<file path="src/sv/spblit_pkg.sv">
// Shared types and constants for the one-bit sprite blit unit.
package spblit_pkg;

  // Item kinds on the input channel
  localparam logic KIND_BEGIN = 1'b0;
  localparam logic KIND_BYTE  = 1'b1;

  // Width of signed framebuffer coordinate arithmetic
  localparam int COORD_W = 18;

  // Queue between the front and back parts
  localparam int QUEUE_DEPTH = 4;
  localparam int QPTR_W      = $clog2(QUEUE_DEPTH);

  typedef struct packed {
    logic               kind;
    logic signed [15:0] pos_x;
    logic signed [15:0] pos_y;
    logic [15:0]        sprite_width;
    logic [15:0]        sprite_height;
    logic [7:0]         sprite_byte;
  } item_t;

  typedef struct packed {
    logic [6:0] pixel_x;
    logic [5:0] pixel_y;
    logic       last_of_byte;
  } pixel_t;

  // One classified byte: column of its first pixel, row, and kept pixels
  // (bit b is the b-th pixel from the left)
  typedef struct packed {
    logic [6:0] base_x;
    logic [5:0] row_y;
    logic [7:0] keep;
  } blit_entry_t;

endpackage

</file>
<file path="src/sv/one_bit_sprite_clipped_blit_unit.sv">
// Top level of the one-bit sprite blit unit with framebuffer clipping.
//
//   channel | direction | payload | handshake
//   item    | in        | item_t  | item_valid / item_stall
//   pixel   | out       | pixel_t | pixel_valid / pixel_stall
//
// The front takes one item per cycle while the queue has room.
// A byte occupies the back for one cycle per pixel it sets, while the output
// is not stalled; bytes that set nothing, and begin items, never reach the back.
// Output is registered, behind a queue slot and the back's current-byte register.
// Reset (rst, synchronous) empties the queue and ends any sprite.
// item_stall rises only when the four-entry queue is full.
module one_bit_sprite_clipped_blit_unit import spblit_pkg::*; #(
  parameter int FB_WIDTH  = 128,
  parameter int FB_HEIGHT = 64
) (
  input  logic   clk,
  input  logic   rst,
  input  logic   item_valid,
  output logic   item_stall,
  input  item_t  item,
  output logic   pixel_valid,
  input  logic   pixel_stall,
  output pixel_t pixel
);

  logic        push;
  blit_entry_t push_entry;
  logic        pop;
  logic        queue_full;
  logic        queue_not_empty;
  blit_entry_t head;

  assign item_stall = queue_full;

  spblit_front #(
    .FB_WIDTH  (FB_WIDTH),
    .FB_HEIGHT (FB_HEIGHT)
  ) u_front (
    .clk        (clk),
    .rst        (rst),
    .item_valid (item_valid),
    .item       (item),
    .queue_full (queue_full),
    .push       (push),
    .push_entry (push_entry)
  );

  spblit_queue u_queue (
    .clk        (clk),
    .rst        (rst),
    .push       (push),
    .push_entry (push_entry),
    .pop        (pop),
    .full       (queue_full),
    .not_empty  (queue_not_empty),
    .head       (head)
  );

  spblit_back u_back (
    .clk         (clk),
    .rst         (rst),
    .entry_valid (queue_not_empty),
    .entry       (head),
    .pop         (pop),
    .pixel_valid (pixel_valid),
    .pixel_stall (pixel_stall),
    .pixel       (pixel)
  );

endmodule

</file>
<file path="src/sv/spblit_front.sv">
// Front part: tracks sprite position and classifies each bitmap byte.
module spblit_front import spblit_pkg::*; #(
  parameter int FB_WIDTH  = 128,
  parameter int FB_HEIGHT = 64
) (
  input  logic        clk,
  input  logic        rst,
  input  logic        item_valid,
  input  item_t       item,
  input  logic        queue_full,
  output logic        push,
  output blit_entry_t push_entry
);

  localparam logic signed [COORD_W-1:0] FbW = COORD_W'(FB_WIDTH);
  localparam logic signed [COORD_W-1:0] FbH = COORD_W'(FB_HEIGHT);

  logic signed [15:0] origin_x;
  logic signed [15:0] origin_y;
  logic [15:0]        cur_width;
  logic [15:0]        cur_height;
  logic [12:0]        byte_column;
  logic [15:0]        row_count;
  logic               active;

  logic                      accept;
  logic [13:0]               bytes_per_row;
  logic [15:0]               col_px;
  logic [15:0]               rem;
  logic signed [COORD_W-1:0] base_x;
  logic signed [COORD_W-1:0] fy;
  logic signed [COORD_W-1:0] fx [8];
  logic                      row_in;
  logic [7:0]                keep;
  logic [12:0]               col_inc;
  logic [15:0]               row_inc;
  logic                      row_wrap;
  logic                      sprite_done;

  assign accept = item_valid && !queue_full;

  // Classify the pixels of the incoming byte
  always_comb begin
    bytes_per_row = 14'((17'(cur_width) + 17'd7) >> 3);
    col_px    = {byte_column, 3'b000};
    rem       = cur_width - col_px;
    base_x    = signed'({{(COORD_W-16){origin_x[15]}}, origin_x})
              + signed'({{(COORD_W-16){1'b0}}, col_px});
    fy        = signed'({{(COORD_W-16){origin_y[15]}}, origin_y})
              + signed'({{(COORD_W-16){1'b0}}, row_count});
    row_in    = !fy[COORD_W-1] && (fy < FbH);
    for (int b = 0; b < 8; b++) begin
      fx[b]   = base_x + signed'(COORD_W'(b));
      keep[b] = item.sprite_byte[7-b] && ({13'd0, 3'(b)} < rem) && row_in
             && !fx[b][COORD_W-1] && (fx[b] < FbW);
    end
    col_inc     = byte_column + 13'd1;
    row_inc     = row_count + 16'd1;
    row_wrap    = ({1'b0, col_inc} >= bytes_per_row) || (col_inc == 13'd0);
    sprite_done = (row_inc >= cur_height) || (row_inc == 16'd0);
  end

  // Push only bytes that set at least one pixel
  assign push               = accept && (item.kind == KIND_BYTE) && active && (keep != 8'd0);
  assign push_entry.base_x  = base_x[6:0];
  assign push_entry.row_y   = fy[5:0];
  assign push_entry.keep    = keep;

  // Advance sprite state
  always_ff @(posedge clk) begin
    if (rst) begin
      origin_x    <= '0;
      origin_y    <= '0;
      cur_width   <= '0;
      cur_height  <= '0;
      byte_column <= '0;
      row_count   <= '0;
      active      <= 1'b0;
    end else if (accept) begin
      if (item.kind == KIND_BEGIN) begin
        origin_x    <= item.pos_x;
        origin_y    <= item.pos_y;
        cur_width   <= item.sprite_width;
        cur_height  <= item.sprite_height;
        byte_column <= '0;
        row_count   <= '0;
        active      <= (item.sprite_width != 16'd0) && (item.sprite_height != 16'd0);
      end else if (active) begin
        if (row_wrap) begin
          byte_column <= '0;
          row_count   <= row_inc;
          if (sprite_done) begin
            active <= 1'b0;
          end
        end else begin
          byte_column <= col_inc;
        end
      end
    end
  end

endmodule

</file>
<file path="src/sv/spblit_queue.sv">
// Short queue of classified bytes between the front and back parts.
module spblit_queue import spblit_pkg::*; (
  input  logic        clk,
  input  logic        rst,
  input  logic        push,
  input  blit_entry_t push_entry,
  input  logic        pop,
  output logic        full,
  output logic        not_empty,
  output blit_entry_t head
);

  blit_entry_t        slots [QUEUE_DEPTH];
  logic [QPTR_W-1:0]  wr_ptr;
  logic [QPTR_W-1:0]  rd_ptr;
  logic [QPTR_W:0]    count;

  assign full      = (count == (QPTR_W+1)'(QUEUE_DEPTH));
  assign not_empty = (count != '0);
  assign head      = slots[rd_ptr];

  // Store entries
  always_ff @(posedge clk) begin
    if (push) begin
      slots[wr_ptr] <= push_entry;
    end
  end

  // Advance pointers and occupancy
  always_ff @(posedge clk) begin
    if (rst) begin
      wr_ptr <= '0;
      rd_ptr <= '0;
      count  <= '0;
    end else begin
      if (push) begin
        wr_ptr <= wr_ptr + 1'b1;
      end
      if (pop) begin
        rd_ptr <= rd_ptr + 1'b1;
      end
      case ({push, pop})
        2'b10:   count <= count + 1'b1;
        2'b01:   count <= count - 1'b1;
        default: count <= count;
      endcase
    end
  end

endmodule

</file>
<file path="src/sv/spblit_back.sv">
// Back part: walks the kept pixels of each byte and emits coordinates.
module spblit_back import spblit_pkg::*; (
  input  logic        clk,
  input  logic        rst,
  input  logic        entry_valid,
  input  blit_entry_t entry,
  output logic        pop,
  output logic        pixel_valid,
  input  logic        pixel_stall,
  output pixel_t      pixel
);

  logic [7:0] cur_mask;
  logic [6:0] cur_x;
  logic [5:0] cur_y;

  logic [2:0] idx;
  logic [7:0] mask_left;
  logic       advance;
  logic       out_free;

  // Find the leftmost remaining pixel
  always_comb begin
    idx = 3'd0;
    for (int i = 7; i >= 0; i--) begin
      if (cur_mask[i]) begin
        idx = 3'(i);
      end
    end
    mask_left = cur_mask & (cur_mask - 8'd1);
  end

  assign out_free = !pixel_valid || !pixel_stall;
  assign advance  = (cur_mask != 8'd0) && out_free;
  assign pop      = entry_valid && ((cur_mask == 8'd0) || (advance && (mask_left == 8'd0)));

  // Hold the current byte and load the next one as it drains
  always_ff @(posedge clk) begin
    if (rst) begin
      cur_mask <= '0;
    end else if (pop) begin
      cur_mask <= entry.keep;
    end else if (advance) begin
      cur_mask <= mask_left;
    end
  end

  always_ff @(posedge clk) begin
    if (pop) begin
      cur_x <= entry.base_x;
      cur_y <= entry.row_y;
    end
  end

  // Output register
  always_ff @(posedge clk) begin
    if (rst) begin
      pixel_valid <= 1'b0;
    end else if (advance) begin
      pixel_valid <= 1'b1;
    end else if (!pixel_stall) begin
      pixel_valid <= 1'b0;
    end
  end

  always_ff @(posedge clk) begin
    if (advance) begin
      pixel.pixel_x      <= cur_x + {4'd0, idx};
      pixel.pixel_y      <= cur_y;
      pixel.last_of_byte <= (mask_left == 8'd0);
    end
  end

endmodule

</file>
<file path="config.mk">
export PLATFORM = sky130hd
export DESIGN_NAME = one_bit_sprite_clipped_blit_unit
export DESIGN_NICKNAME = d
export VERILOG_FILES = /design/src/sv/spblit_pkg.sv /design/src/sv/one_bit_sprite_clipped_blit_unit.sv /design/src/sv/spblit_front.sv /design/src/sv/spblit_queue.sv /design/src/sv/spblit_back.sv
export SDC_FILE = /design/constraint.sdc
export NUM_CORES = 1
export LEC_CHECK = 0
export ABC_AREA = 1
export BUFFER_PORTS_ARGS = -buffer_cell sky130_fd_sc_hd__clkbuf_2
export CAP_MARGIN = 20
export CELL_PAD_IN_SITES_DETAIL_PLACEMENT = 2
export CELL_PAD_IN_SITES_GLOBAL_PLACEMENT = 2
export CORE_AREA = 2 2 208 210
export DETAILED_ROUTE_END_ITERATION = 10
export DIE_AREA = 0 0 210 212
export GPL_TIMING_DRIVEN = 0
export MAX_ROUTING_LAYER = met4
export PLACE_DENSITY_LB_ADDON = 0.05
export SLEW_MARGIN = 0
export SYNTH_ARGS = -nofsm -noshare
export SYNTH_HDL_FRONTEND = slang
export SYNTH_HIERARCHICAL = 1
export SYNTH_SLANG_ARGS = --single-unit
</file>
<file path="constraint.sdc">
create_clock -name clk -period 5 [get_ports clk]
set_clock_uncertainty 0.2 [all_clocks]
set_input_delay 0 -clock clk [delete_from_list [all_inputs] [get_ports clk]]
set_output_delay 0 -clock clk [all_outputs]
set_load 0.01 [all_outputs]
</file>
==> results.sh <==
export IMPL_crit_arrival_ns=5.16
export IMPL_synth_area_sq_um=15100
export IMPL_end_kind="flip-flop"
export IMPL_worstHoldPathCells=4
export IMPL_final_cell_mix="445 x nand2_1, 260 x inv_1, 240 x nor2_1, 139 x o21ai_0, 137 x nand3_1"
export IMPL_final_common_cell="nand2_1"
export IMPL_max_freq_mhz=206
export IMPL_vdd_drop_max_uv=240
export IMPL_core_area_sq_um=42500
export IMPL_cp_max_fo=7
export IMPL_min_from="item[46]"
export IMPL_yosysTopAreaCell="edfxtp_1"
export IMPL_detail_route_antenna_nets=0
export IMPL_relSlewSlack_pct=28.8
export IMPL_place_hpwl_mm=45.0
export IMPL_cts_tree="built"
export IMPL_drc_errors=0
export IMPL_period_needed_ns=4.86
export IMPL_dp_slack_ns=-1.31
export IMPL_syn_instance_count=2064
export IMPL_post_dp_cell_area_sq_um=16200
export IMPL_reg2reg_depth=28
export IMPL_whs_ns=0.0278
export IMPL_p_leak_nw=8.50
export IMPL_overflow=0
export IMPL_tns_ns=0
export IMPL_p_sw_share_pct=41.2
export IMPL_utilization_pct=44.2
export IMPL_fp_dieH_microns=212
export IMPL_start_util_pct=35.5
export IMPL_r2r_end="u_queue/count[2]"
export IMPL_p_seq_share_pct=32.3
export IMPL_setup_viol=0
export IMPL_wl_per_cell_microns=22.4
export IMPL_drtIter0Drc=705
export IMPL_switching_power_mw=3.15
export IMPL_critPathRequiredTime_ns=5.30
export IMPL_antenna_found_initial=5
export IMPL_rrSetupSlack_ns=0.14
export IMPL_wirelength_mm=64.5
export IMPL_drtPass1Iterations=7
export IMPL_p_clk_share_pct=27.8
export IMPL_clkSinkCount=223
export IMPL_hold_viol=0
export IMPL_maxCapViolCount=0
export IMPL_rsz0062_at_grt="true"
export IMPL_path_common_cell="nand2_1"
export IMPL_nets=2476
export IMPL_gp_congestion=0.910
export IMPL_hold_path_class="input pin to flip-flop"
export IMPL_synth_seq_area_share_pct=36.9
export IMPL_design_die_area_sq_um=44500
export IMPL_slowest_delay_ns=0.49
export IMPL_cts_made_buffers=28
export IMPL_synth_seq_cells=223
export IMPL_area_growth_pct=24.4
export IMPL_rows=76
export IMPL_worst_slew_pin_slew_ns=1.07
export IMPL_start_kind="flip-flop"
export IMPL_cts_root_buf="clkbuf_16"
export IMPL_cts_buffer_depth=3
export IMPL_final_layout_size_suffix_gt1_share_pct=16.3
export IMPL_grt_pass1_wl_mm=98.0
export IMPL_final_area_sq_um=18800
export IMPL_grt_use_total_pct=29.2
export IMPL_dr_total_vias=15516
export IMPL_worst_slack_ns=0.137
export IMPL_grt_max_degree=22
export IMPL_powerDensity_nw_per_um2=407
export IMPL_ys_warn_count=6
export IMPL_htreeDepth=1
export IMPL_viasPerCell=5.38
export IMPL_synth_top_area_share_pct=22.1
export IMPL_synth_nets=2228
export IMPL_first_global_vias=16997
export IMPL_stdcell_count=2886
export IMPL_port_buffers=91
export IMPL_fillers=4901
export IMPL_p_int_mw=4.49
export IMPL_clk_insertion_delay_late_ns=0.57
export IMPL_io_pin_count=93
export IMPL_min_to="u_front/origin_y[6]"
export IMPL_worstSetupPathType="flip-flop to flip-flop"
export IMPL_outcome="complete, no violations"
export IMPL_ys_types=51
export IMPL_dp_cells=2701
export IMPL_syn_avg_cell_area_sq_um=7.31
export IMPL_clkSlewWorstSetupHoldPaths_ns=0.06
export IMPL_period_share_pct=97.3
export IMPL_chipWidth_microns=210
export IMPL_combPwrFrac_pct=39.9
export IMPL_total_power_mw=7.64
export IMPL_worstReg2RegStart="u_front/byte_column[6]"
export IMPL_synthTopCellsByArea="edfxtp_1 22%, dfxtp_1 15%, nand2_1 11%, ha_1 6.8%, inv_1 6.6%"
export IMPL_drv_slew=0
export IMPL_slowest_stage="ha_1"
==> cells by family (layout without fill, tap and decap cells) <==
kind of cell | after synthesis | in the layout | synth area share, %
flip-flops | 223 | 223 | 36.9
AO/OA/AOI/OAI | 334 | 334 | 12.0
other | 0 | 6 | 0
adder cells (fa/ha/maj) | 87 | 87 | 7.46
AND/OR/NAND/NOR | 1040 | 1040 | 31.6
buffers and inverters | 329 | 599 | 9.00
XOR/XNOR | 51 | 51 | 3.01
==> final cells by class <==
| cell class | count | area [sq um] | share of cell area [%] |
|---|---|---|---|
| multi-input cells | 1512 | 8480 | 45.2 |
| flip-flops and latches | 223 | 5590 | 29.8 |
| repair buffers | 215 | 1640 | 8.72 |
| inverters | 278 | 1080 | 5.75 |
| clock buffers | 35 | 798 | 4.25 |
| well taps | 546 | 683 | 3.64 |
| plain buffers | 51 | 304 | 1.62 |
| clock inverters | 17 | 163 | 0.866 |
| repair inverters | 3 | 22.5 | 0.120 |
| diodes | 6 | 15.0 | 0.0800 |
==> worst max-delay path, delay by kind of cell, from the launching register on <==
| kind | cells | cell delay (ns) |
|---|---|---|
| AND/OR/NAND/NOR | 21 | 2.60 |
| adder cells (fa/ha/maj) | 3 | 1.09 |
| flip-flops | 1 | 0.37 |
| buffers and inverters | 3 | 0.28 |
| AO/OA/AOI/OAI | 1 | 0.24 |
==> layer usage <==
metal | vias to the layer above | global-route usage (%) | share of wire, %
li1 | 7334 | - | -
met1 | 7757 | 33.9 | 41
met2 | 309 | 52.1 | 52
met3 | 116 | 3.21 | 3.2
met4 | 0 | 11.1 | 3.8
met5 | - | - | 0
==> worst max path at each step <==
stage	startpoint	end	slack [ns]	depth (start not counted)
5_1_grt	u_front/byte_column[7]	u_queue/count[2]	-0.17	28
3_3_place_gp	u_front/byte_column[0]	u_queue/count[2]	-1.09	28
3_5_place_dp	u_front/byte_column[0]	u_queue/count[2]	-1.31	28
4_1_cts	u_front/byte_column[0]	u_queue/count[2]	-0.04	30
2_1_floorplan	u_front/byte_column[0]	u_queue/count[2]	0.59	26
6_report	u_front/byte_column[6]	u_queue/count[2]	0.14	28
==> power by group through the flow <==
stage | combinational (mW) | sequential (mW) | clock [mW]
detailed placement | 2.79 | 2.51 | 0
global route | 3.35 | 2.49 | 2.24
finish | 3.05 | 2.47 | 2.13
CTS | 2.97 | 2.47 | 2.16
global placement | 2.64 | 2.48 | 0
floorplan | 1.89 | 2.47 | 0
==> registers in the layout, summed over array words and instances (netlist names), named ones only <==
register / cells
u_back/cur_y: 6
u_front/byte_column: 13
u_queue/rd_ptr: 2
u_back/pixel_valid: 1
u_front/cur_height: 16
u_queue/count: 3
u_front/cur_width: 16
u_front/active: 1
u_queue/wr_ptr: 2
u_back/pixel: 14
u_back/cur_mask: 8
u_queue/slots: 84
u_back/cur_x: 7
u_front/origin_x: 16
u_front/origin_y: 16
u_front/row_count: 16
==> cell usage after synthesis (all sizes together) <==
cell type  number
nand3b          6
and2            1
edfxtp        111
nor4           13
fa              5
clkinv          1
o211ai         11
a21oi         124
inv           277
o22ai          22
o31ai           2
ha             82
dfxtp         112
a211oi          1
a21boi          2
o21bai          6
nor3b           1
a21o            1
nand2         487
nor3            9
o2111ai         1
buf            23
a31oi           1
xor2           46
nand3         162
nand4          62
nor2          298
clkbuf         28
o21ai         163
and3            1
xnor2           5
==> timing repair <==
item	CTS	global route
cloned	0	3
endpoints found under the hold margin	124	0
endpoints found under the setup margin	89	87
hold buffers	89	0
setup buffers	10	25
gates resized for setup	51	60
pin swaps	7	16
Power figures use the tool's default switching activity.
